===== config.mk =====
export PLATFORM = sky130hd
export DESIGN_NAME = sha256_byte_stream_hasher
export DESIGN_NICKNAME = d
export VERILOG_FILES = /design/src/hw/rtl/sha256_pkg.sv /design/src/hw/rtl/sha256_byte_stream_hasher.sv /design/src/hw/rtl/sha256_datapath.sv /design/src/hw/rtl/sha256_controller.sv
export SDC_FILE = /design/constraint.sdc
export NUM_CORES = 2
export LEC_CHECK = 0
export ABC_AREA = 1
export BUFFER_PORTS_ARGS = -buffer_cell sky130_fd_sc_hd__buf_2
export CAP_MARGIN = 20
export CORE_UTILIZATION = 63
export DETAILED_ROUTE_END_ITERATION = 10
export GPL_TIMING_DRIVEN = 0
export PLACE_DENSITY = 0.79
export RECOVER_POWER = 25
export SLEW_MARGIN = 20
export SYNTH_ARGS = -nofsm -noshare
export SYNTH_HDL_FRONTEND = slang
export SYNTH_SLANG_ARGS = --single-unit

===== constraint.sdc =====
create_clock -name clk -period 34.5 [get_ports clk]
set_input_delay 6.9 -clock clk [delete_from_list [all_inputs] [get_ports clk]]
set_output_delay 6.9 -clock clk [all_outputs]
set_load 0.05 [all_outputs]

===== src/hw/rtl/sha256_pkg.sv =====
// Package of types, constants and round functions for the SHA-256 byte-stream hasher.
package sha256_pkg;

  typedef enum logic [2:0] {
    ST_IDLE,
    ST_COMPRESS,
    ST_PAD,
    ST_EMIT
  } ctrl_state_t;

  typedef struct packed {
    logic load_byte;
    logic [7:0] pad_byte;
    logic use_pad;
    logic start_round;
    logic round_step;
    logic finish_block;
    logic clear_hash;
  } dp_cmd_t;

  typedef struct packed {
    logic round_last;
    logic [5:0] fill;
  } dp_status_t;

  localparam logic [31:0] INIT_HASH [8] = '{
    32'h6a09e667, 32'hbb67ae85, 32'h3c6ef372, 32'ha54ff53a,
    32'h510e527f, 32'h9b05688c, 32'h1f83d9ab, 32'h5be0cd19
  };

  localparam logic [7:0] PAD_MARK = 8'h80;
  localparam logic [5:0] LEN_OFFSET = 6'd56;

  localparam logic [31:0] ROUND_K [64] = '{
    32'h428a2f98, 32'h71374491, 32'hb5c0fbcf, 32'he9b5dba5, 32'h3956c25b, 32'h59f111f1,
    32'h923f82a4, 32'hab1c5ed5, 32'hd807aa98, 32'h12835b01, 32'h243185be, 32'h550c7dc3,
    32'h72be5d74, 32'h80deb1fe, 32'h9bdc06a7, 32'hc19bf174, 32'he49b69c1, 32'hefbe4786,
    32'h0fc19dc6, 32'h240ca1cc, 32'h2de92c6f, 32'h4a7484aa, 32'h5cb0a9dc, 32'h76f988da,
    32'h983e5152, 32'ha831c66d, 32'hb00327c8, 32'hbf597fc7, 32'hc6e00bf3, 32'hd5a79147,
    32'h06ca6351, 32'h14292967, 32'h27b70a85, 32'h2e1b2138, 32'h4d2c6dfc, 32'h53380d13,
    32'h650a7354, 32'h766a0abb, 32'h81c2c92e, 32'h92722c85, 32'ha2bfe8a1, 32'ha81a664b,
    32'hc24b8b70, 32'hc76c51a3, 32'hd192e819, 32'hd6990624, 32'hf40e3585, 32'h106aa070,
    32'h19a4c116, 32'h1e376c08, 32'h2748774c, 32'h34b0bcb5, 32'h391c0cb3, 32'h4ed8aa4a,
    32'h5b9cca4f, 32'h682e6ff3, 32'h748f82ee, 32'h78a5636f, 32'h84c87814, 32'h8cc70208,
    32'h90befffa, 32'ha4506ceb, 32'hbef9a3f7, 32'hc67178f2
  };

  function automatic logic [31:0] rotr(input logic [31:0] x, input int unsigned r);
    rotr = (x >> r) | (x << (32 - r));
  endfunction

endpackage


===== src/hw/rtl/sha256_byte_stream_hasher.sv =====
// Top level of the SHA-256 byte-stream hasher.
// The block takes one message byte per item while its 64-byte buffer fills; the item that
// completes a block is followed by compression, one round per cycle in a single round unit,
// during which no item is taken. An end-of-message item runs the padding at one byte per cycle,
// with one or two further compressions, and once the hash words have taken the last compression
// offers the eight digest words in turn, each held while the receiver stalls, word 0 first,
// after which the hash state returns to its initial value. No item is taken during padding or
// while digest words are offered.
module sha256_byte_stream_hasher
  import sha256_pkg::*;
(
  input  logic        clk,
  input  logic        rst,
  input  logic        in_valid,
  output logic        in_stall,
  input  logic [7:0]  data_byte,
  input  logic        byte_valid,
  input  logic        end_of_message,
  output logic        out_valid,
  input  logic        out_stall,
  output logic [31:0] digest_word,
  output logic [2:0]  word_index,
  output logic        last_word
);

  dp_cmd_t    cmd;
  dp_status_t status;

  sha256_controller u_ctrl (
    .clk(clk), .rst(rst), .in_valid(in_valid), .in_stall(in_stall),
    .byte_valid(byte_valid), .end_of_message(end_of_message),
    .out_valid(out_valid), .out_stall(out_stall), .word_index(word_index),
    .last_word(last_word), .status(status), .cmd(cmd)
  );

  sha256_datapath u_dp (
    .clk(clk), .rst(rst), .cmd(cmd), .data_byte(data_byte), .sel_index(word_index),
    .status(status), .hash_word(digest_word)
  );

endmodule


===== src/hw/rtl/sha256_datapath.sv =====
// Datapath of the SHA-256 hasher: message block and schedule window, round unit and hash words.
module sha256_datapath
  import sha256_pkg::*;
(
  input  logic         clk,
  input  logic         rst,
  input  dp_cmd_t      cmd,
  input  logic [7:0]   data_byte,
  input  logic [2:0]   sel_index,
  output dp_status_t   status,
  output logic [31:0]  hash_word
);

  logic [5:0]  fill;
  logic [5:0]  round;
  logic        finish_pending;
  logic [31:0] hash [8];
  logic [31:0] v [8];
  logic [31:0] w [16];
  logic [7:0]  in_byte;
  logic [31:0] w_new, wt, s0, s1, ch, mj, t1, t2, sg0, sg1;

  assign in_byte = cmd.use_pad ? cmd.pad_byte : data_byte;

  always_comb begin
    sg1 = rotr(w[14], 17) ^ rotr(w[14], 19) ^ (w[14] >> 10);
    sg0 = rotr(w[1], 7) ^ rotr(w[1], 18) ^ (w[1] >> 3);
    w_new = sg1 + w[9] + sg0 + w[0];
    wt = (round < 6'd16) ? w[0] : w_new;
    s1 = rotr(v[4], 6) ^ rotr(v[4], 11) ^ rotr(v[4], 25);
    ch = (v[4] & v[5]) ^ (~v[4] & v[6]);
    t1 = v[7] + s1 + ch + ROUND_K[round] + wt;
    s0 = rotr(v[0], 2) ^ rotr(v[0], 13) ^ rotr(v[0], 22);
    mj = (v[0] & v[1]) ^ (v[0] & v[2]) ^ (v[1] & v[2]);
    t2 = s0 + mj;
  end

  always_ff @(posedge clk) begin
    if (rst) begin
      fill <= '0;
    end else if (cmd.clear_hash) begin
      fill <= '0;
    end else if (cmd.load_byte) begin
      fill <= fill + 6'd1;
    end
  end

  always_ff @(posedge clk) begin
    if (rst) begin
      round <= '0;
    end else if (cmd.start_round) begin
      round <= '0;
    end else if (cmd.round_step) begin
      round <= round + 6'd1;
    end
  end

  // Bytes are shifted into the schedule window, so that after 64 bytes it holds the block.
  always_ff @(posedge clk) begin
    if (cmd.load_byte) begin
      for (int i = 0; i < 15; i++) begin
        w[i] <= {w[i][23:0], w[i+1][31:24]};
      end
      w[15] <= {w[15][23:0], in_byte};
    end else if (cmd.round_step) begin
      for (int i = 0; i < 15; i++) begin
        w[i] <= w[i+1];
      end
      w[15] <= wt;
    end
  end

  always_ff @(posedge clk) begin
    if (cmd.start_round) begin
      for (int k = 0; k < 8; k++) begin
        v[k] <= hash[k];
      end
    end else if (cmd.round_step) begin
      v[7] <= v[6];
      v[6] <= v[5];
      v[5] <= v[4];
      v[4] <= v[3] + t1;
      v[3] <= v[2];
      v[2] <= v[1];
      v[1] <= v[0];
      v[0] <= t1 + t2;
    end
  end

  // The hash words add in the working variables once the last round has been registered.
  always_ff @(posedge clk) begin
    if (rst) begin
      finish_pending <= 1'b0;
    end else begin
      finish_pending <= cmd.finish_block;
    end
  end

  always_ff @(posedge clk) begin
    if (rst || cmd.clear_hash) begin
      for (int k = 0; k < 8; k++) begin
        hash[k] <= INIT_HASH[k];
      end
    end else if (finish_pending) begin
      for (int k = 0; k < 8; k++) begin
        hash[k] <= hash[k] + v[k];
      end
    end
  end

  assign status.round_last = (round == 6'd63);
  assign status.fill = fill;
  assign hash_word = hash[sel_index];

endmodule


===== src/hw/rtl/sha256_controller.sv =====
// Controller state machine of the SHA-256 hasher: sequencing of absorb, compression, padding and digest output.
module sha256_controller
  import sha256_pkg::*;
(
  input  logic        clk,
  input  logic        rst,
  input  logic        in_valid,
  output logic        in_stall,
  input  logic        byte_valid,
  input  logic        end_of_message,
  output logic        out_valid,
  input  logic        out_stall,
  output logic [2:0]  word_index,
  output logic        last_word,
  input  dp_status_t  status,
  output dp_cmd_t     cmd
);

  ctrl_state_t state, state_next;
  logic        pending_end, pending_end_next;
  logic [60:0] byte_count, byte_count_next;
  logic [2:0]  widx, widx_next;
  logic        after_comp;
  logic        in_acc, pad_load, out_acc;
  logic        mark_done, mark_done_next, len_ready, len_ready_next, pad_len_phase;
  logic [63:0] bits;
  logic [2:0]  len_sel;

  assign bits = {byte_count, 3'b000};
  assign in_acc = in_valid && !in_stall;
  assign out_acc = out_valid && !out_stall;
  assign len_sel = status.fill[2:0];
  assign pad_load = (state == ST_PAD);

  always_comb begin
    state_next = state;
    pending_end_next = pending_end;
    unique case (state)
      ST_IDLE: begin
        if (in_acc) begin
          if (byte_valid && status.fill == 6'd63) begin
            state_next = ST_COMPRESS;
            pending_end_next = end_of_message;
          end else if (end_of_message) begin
            state_next = ST_PAD;
          end
        end
      end
      ST_COMPRESS: begin
        if (status.round_last) begin
          state_next = pending_end ? ST_PAD : ST_IDLE;
          if (!pending_end) begin
            pending_end_next = 1'b0;
          end
        end
      end
      ST_PAD: begin
        pending_end_next = 1'b1;
        if (status.fill == 6'd63) begin
          state_next = ST_COMPRESS;
        end else if (status.fill == 6'd0 && after_comp) begin
          state_next = ST_EMIT;
        end
      end
      ST_EMIT: begin
        if (out_acc && widx == 3'd7) begin
          state_next = ST_IDLE;
          pending_end_next = 1'b0;
        end
      end
      default: state_next = ST_IDLE;
    endcase
  end

  // A pad pass is complete when the compression just run held the length field.
  always_ff @(posedge clk) begin
    if (rst) begin
      state <= ST_IDLE;
      pending_end <= 1'b0;
      byte_count <= '0;
      widx <= '0;
      after_comp <= 1'b0;
    end else begin
      state <= state_next;
      pending_end <= pending_end_next;
      byte_count <= byte_count_next;
      widx <= widx_next;
      if (state == ST_PAD && state_next == ST_COMPRESS) begin
        after_comp <= (status.fill == 6'd63) && (len_sel == 3'd7) && pad_len_phase;
      end else if (state == ST_EMIT || state == ST_IDLE) begin
        after_comp <= 1'b0;
      end
    end
  end

  // Padding phases: the mark byte, then zeros to offset 56, then eight length bytes.
  // The length goes into the block that holds the mark only when the mark lies before
  // offset 56; otherwise it goes into the next block.
  always_ff @(posedge clk) begin
    if (rst) begin
      mark_done <= 1'b0;
      len_ready <= 1'b0;
    end else begin
      mark_done <= mark_done_next;
      len_ready <= len_ready_next;
    end
  end

  always_comb begin
    mark_done_next = mark_done;
    len_ready_next = len_ready;
    if (state == ST_PAD && !after_comp) begin
      mark_done_next = 1'b1;
      if (status.fill == 6'd63) begin
        len_ready_next = 1'b1;
      end else if (!mark_done) begin
        len_ready_next = (status.fill < LEN_OFFSET);
      end
    end
    if (state == ST_EMIT) begin
      mark_done_next = 1'b0;
      len_ready_next = 1'b0;
    end
  end

  assign pad_len_phase = mark_done && len_ready && (status.fill >= LEN_OFFSET);

  always_comb begin
    cmd = '0;
    in_stall = 1'b1;
    out_valid = 1'b0;
    byte_count_next = byte_count;
    widx_next = widx;
    unique case (state)
      ST_IDLE: begin
        in_stall = 1'b0;
        if (in_acc && byte_valid) begin
          cmd.load_byte = 1'b1;
          byte_count_next = byte_count + 61'd1;
          if (status.fill == 6'd63) begin
            cmd.start_round = 1'b1;
          end
        end
      end
      ST_COMPRESS: begin
        cmd.round_step = 1'b1;
        if (status.round_last) begin
          cmd.finish_block = 1'b1;
        end
      end
      ST_PAD: begin
        if (!(status.fill == 6'd0 && after_comp)) begin
          cmd.load_byte = pad_load;
          cmd.use_pad = 1'b1;
          if (!mark_done) begin
            cmd.pad_byte = PAD_MARK;
          end else if (pad_len_phase) begin
            cmd.pad_byte = bits[8*(7-len_sel) +: 8];
          end else begin
            cmd.pad_byte = 8'h00;
          end
          if (status.fill == 6'd63) begin
            cmd.start_round = 1'b1;
          end
        end
      end
      ST_EMIT: begin
        out_valid = 1'b1;
        if (out_acc) begin
          widx_next = widx + 3'd1;
          if (widx == 3'd7) begin
            cmd.clear_hash = 1'b1;
            byte_count_next = '0;
          end
        end
      end
      default: ;
    endcase
  end

  assign word_index = widx;
  assign last_word = (widx == 3'd7);

endmodule

==> impl_metrics.sql <==
INSERT INTO impl_metrics (metric_group, metric, value, unit) VALUES
('routing', 'maxUsedRoutingLayer', 'met5', ''),
('routing', 'route.detailed.drc', '3', ''),
('critical_path', 'register_to_register_setup_slack', '22820', 'ps'),
('critical_path', 'required', '35010', 'ps'),
('critical_path', 'worstSetupEndpointType', 'flop', ''),
('critical_path', 'timing.critical_path.slowest_cell_delay', '740', 'ps'),
('clock_network', 'tritoncts', 'yes', ''),
('floorplan', 'die_area', '126100', 'um2'),
('synthesis', 'yosysUniqueCellTypes', '71', ''),
('final_layout', 'nets', '10490', ''),
('pwr', 'max-vdd-ir-drop', '0.06382', 'mV'),
('pwr', 'powerDensity', '41.80', 'nW/um2'),
('placed_design', 'place_hpwl', '254.2', 'mm'),
('pwr', 'intPower', '2.453', 'mW'),
('critical_path', 'worstRegToRegCells', '43', ''),
('placed_design', 'placedInstanceArea', '81670', 'um2'),
('routing', 'postRouteWirelength', '336.4', 'mm'),
('timing', 'final_critical_path_setup_slack', '22820', 'ps'),
('timing', 'hold_violations', '0', ''),
('routing', 'routed_via_density', '6.749', ''),
('synthesis', 'part_of_the_yosys_area_used_for_sequential_elements', '41.36', '%'),
('worst_hold_path', 'worst_hold_startpoint', 'u_ctrl.byte_count[23]$_SDFFE_PP0P_', ''),
('critical_path', 'crit_fanout', '6', ''),
('pwr', 'power.switching', '1.128', 'mW'),
('floorplan', 'die_h', '355.1', 'um'),
('routing', 'routed_wire_length_per_instance', '28.95', 'um'),
('routing', 'met3_wirelength', '58.61', 'mm'),
('timing', 'fmax', '0.08559', 'GHz'),
('pwr', 'pwr-share-seq', '43.3', '%'),
('final_layout', 'multi_input_combinational_cell_area', '40340', 'um2'),
('clock_network', 'insertion_delay', '850', 'ps'),
('synthesis', 'mappedNetlistNets', '10280', ''),
('synthesis', 'number_of_enable_type_register_cells_in_the_synthesized_netlist', '1024', ''),
('run', 'max_cap_violations', '3', ''),
('final_layout', 'nFillCells', '9499', ''),
('routing', 'detail-route-antenna-nets', '0', ''),
('synthesis', 'synth-async-reset-ratio', '0', '%'),
('global_route', 'grt_use_total', '52.04', '%'),
('pwr', 'p_sw_share', '31.49', '%'),
('timing', 'timing.final.crit_share', '33.87', '%'),
('outcome', 'outcome', 'finished with violations', ''),
('critical_path', 'crit_path_start_kind', 'flop', ''),
('synthesis', 'ys_ff_latch', '1111', ''),
('routing', 'route.vias.total', '78440', ''),
('routing', 'drt-pass1-iter-count', '11', ''),
('synthesis', 'syn_warnings', '0', ''),
('clock_network', 'cts_max_path_buffers', '3', ''),
('outcome', 'violations', 'design-rule violations, max-capacitance violations, max-slew violations', ''),
('routing', 'detailedRoute.firstIterationViolations', '15040', ''),
('critical_path', 'worst_path_most_repeated_cell', 'sky130_fd_sc_hd__nand2_1', ''),
('final_layout', 'drive_gt1_share', '4.455', '%'),
('clock_network', 'cts_htree_levels', '3', ''),
('critical_path', 'critical_path_class', 'reg2reg', ''),
('timing', 'fin_worst_skew', '99.31', 'ps'),
('floorplan', 'floorplan.rows', '129', ''),
('timing', 'finalWorstPathRequiredPeriod', '11680', 'ps'),
('critical_path', 'worstReg2RegEnd', 'u_dp.v[0][31]$_DFFE_PP_', ''),
('critical_path', 'worst_r2r_startpoint', 'u_dp.w[1][21]$_DFFE_PP_', ''),
('timing', 'timing.final.max_slew_violations', '33', ''),
('pwr', 'comb_power_share', '19.0', '%'),
('final_layout', 'layout.area.seq', '32490', 'um2'),
('final_layout', 'fin_area', '85660', 'um2'),
('floorplan', 'num_io_pins', '52', ''),
('timing', 'worst-slew-pin-transition', '1767', 'ps'),
('floorplan', 'floorplan.core_area', '123600', 'um2'),
('synthesis', 'netlist.top_cell.by_area', 'sky130_fd_sc_hd__edfxtp_1', ''),
('global_route', 'grt.overflow.total', '0', ''),
('critical_path', 'critPathArrivalTime', '12200', 'ps'),
('global_route', 'grt_pass1_vias', '72980', ''),
('floorplan', 'die_x', '355.1', 'um'),
('global_route', 'grt_pass1_wl', '476.5', 'mm');
cells in the mapped netlist (17+ instances only):
library cell	number
sky130_fd_sc_hd__o31ai_1	17
sky130_fd_sc_hd__o21ai_0	927
sky130_fd_sc_hd__or2_2	76
sky130_fd_sc_hd__o211ai_1	66
sky130_fd_sc_hd__inv_1	1104
sky130_fd_sc_hd__clkbuf_1	304
sky130_fd_sc_hd__nand4_1	56
sky130_fd_sc_hd__buf_2	76
sky130_fd_sc_hd__dfxtp_1	87
sky130_fd_sc_hd__nand3_1	317
sky130_fd_sc_hd__edfxtp_1	1024
sky130_fd_sc_hd__ha_1	407
sky130_fd_sc_hd__nor4_1	33
sky130_fd_sc_hd__o21a_1	71
sky130_fd_sc_hd__xor2_1	219
sky130_fd_sc_hd__nor2_1	567
sky130_fd_sc_hd__nand2_1	2642
sky130_fd_sc_hd__o22ai_1	24
sky130_fd_sc_hd__a21o_1	57
sky130_fd_sc_hd__xnor2_1	161
sky130_fd_sc_hd__nor3_1	120
sky130_fd_sc_hd__o221ai_1	24
sky130_fd_sc_hd__o21bai_1	67
sky130_fd_sc_hd__a31oi_1	76
sky130_fd_sc_hd__a21oi_1	762
sky130_fd_sc_hd__fa_1	197
power groups by stage:
stage / clock (mW) / sequential [mW] / combinational, mW
final: 1.35 / 1.55 / 0.680
after floorplan: 0 / 1.58 / 0.437
after global placement: 0 / 1.60 / 0.609
after detailed placement: 0 / 1.57 / 0.632
after global routing: 1.37 / 1.55 / 0.725
after CTS: 1.33 / 1.55 / 0.643
logic make-up (layout without fill, tap and decap cells):
family | count (synthesis) | in the layout | share of synthesized area, %
AO/OA/AOI/OAI | 2182 | 2182 | 15.42
flip-flops | 1111 | 1111 | 41.36
adder cells (fa/ha/maj) | 608 | 608 | 11.55
other | 1 | 19 | 0.004774
XOR/XNOR | 380 | 380 | 4.237
buffers and inverters | 1507 | 1811 | 7.325
AND/OR/NAND/NOR | 3874 | 3874 | 20.09
stage by stage:
step	utilization, %	hold WS (ps)	cells	total power, mW	setup TNS (ps)
floorplan	-	443.4	9663	2.016	0
global placement	65.40	453.9	11350	2.214	-751720
detailed placement	66.06	474.6	11380	2.206	0
CTS	69.29	491.4	11600	3.516	0
global route	69.25	502.7	11600	3.646	0
finish	69.28	494.0	11620	3.581	0
final cells by class:
class,instances,area share (%)
Sequential cell,1111,37.93
Clock inverter,79,1.001
Buffer,392,1.797
Antenna cell,18,0.05258
Timing Repair Buffer,83,1.183
Multi-Input combinational cell,7045,47.09
Tap cell,1637,2.391
Clock buffer,142,3.663
Inverter,1115,4.887
placed cells by master, fill, tap and decap left out, types with 22 or more instances in the layout:
| cell | n |
|---|---|
| sky130_fd_sc_hd__a21o_1 | 57 |
| sky130_fd_sc_hd__a21oi_1 | 762 |
| sky130_fd_sc_hd__a31oi_1 | 75 |
| sky130_fd_sc_hd__buf_16 | 22 |
| sky130_fd_sc_hd__buf_2 | 97 |
| sky130_fd_sc_hd__clkbuf_1 | 346 |
| sky130_fd_sc_hd__clkbuf_16 | 120 |
| sky130_fd_sc_hd__clkinv_1 | 26 |
| sky130_fd_sc_hd__dfxtp_1 | 87 |
| sky130_fd_sc_hd__edfxtp_1 | 1024 |
| sky130_fd_sc_hd__fa_1 | 197 |
| sky130_fd_sc_hd__ha_1 | 407 |
| sky130_fd_sc_hd__inv_1 | 1106 |
| sky130_fd_sc_hd__nand2_1 | 2645 |
| sky130_fd_sc_hd__nand3_1 | 317 |
| sky130_fd_sc_hd__nand4_1 | 56 |
| sky130_fd_sc_hd__nor2_1 | 568 |
| sky130_fd_sc_hd__nor3_1 | 120 |
| sky130_fd_sc_hd__nor4_1 | 33 |
| sky130_fd_sc_hd__o211ai_1 | 66 |
| sky130_fd_sc_hd__o21a_1 | 71 |
| sky130_fd_sc_hd__o21ai_0 | 919 |
| sky130_fd_sc_hd__o21bai_1 | 67 |
| sky130_fd_sc_hd__o221ai_1 | 24 |
| sky130_fd_sc_hd__o22ai_1 | 24 |
| sky130_fd_sc_hd__or2_2 | 76 |
| sky130_fd_sc_hd__xnor2_1 | 160 |
| sky130_fd_sc_hd__xor2_1 | 216 |
critical path, delay by kind of cell (launching register included):
| family | cells | cell delay (ps) |
|---|---|---|
| flops | 1 | 390 |
| simple gates | 14 | 2320 |
| fa+ha+maj | 8 | 3690 |
| compound gates | 9 | 2650 |
| buf+inv | 8 | 920 |
| xor+xnor | 4 | 1300 |
worst max-delay path by stage:
stage | from | to | slack (ps) | cells after the start
3_5_place_dp | u_dp.w[1][29]$_DFFE_PP_ | u_dp.v[0][31]$_DFFE_PP_ | 23370 | 47
5_1_grt | u_dp.w[1][10]$_DFFE_PP_ | u_dp.v[0][31]$_DFFE_PP_ | 22560 | 46
4_1_cts | u_dp.w[1][21]$_DFFE_PP_ | u_dp.v[0][31]$_DFFE_PP_ | 23280 | 43
3_3_place_gp | in_valid | u_dp.v[0][21]$_DFFE_PP_ | -3010 | 9
6_report | u_dp.w[1][21]$_DFFE_PP_ | u_dp.v[0][31]$_DFFE_PP_ | 22820 | 43
2_1_floorplan | in_valid | u_dp.v[0][0]$_DFFE_PP_ | 7720 | 8
per-layer routing:
layer	up-vias	GRT usage (%)
met5	-	0
met4	34	37.70
met3	1895	21.62
met2	7493	72.63
met1	36130	64.68
li1	32890	-
sequential cells by signal, summed over array words and instances, names as in the netlist, named ones only:
name and cells:
u_dp.v 256, u_ctrl.mark_done 1, u_dp.round 6, u_dp.w 512, u_ctrl.byte_count 61, u_ctrl.word_index 3, u_dp.hash 256, u_ctrl.after_comp 1
u_dp.fill 6, u_ctrl.pending_end 1, u_dp.finish_pending 1, u_ctrl.len_ready 1, u_ctrl.state 3
Power figures use the tool's default switching activity.
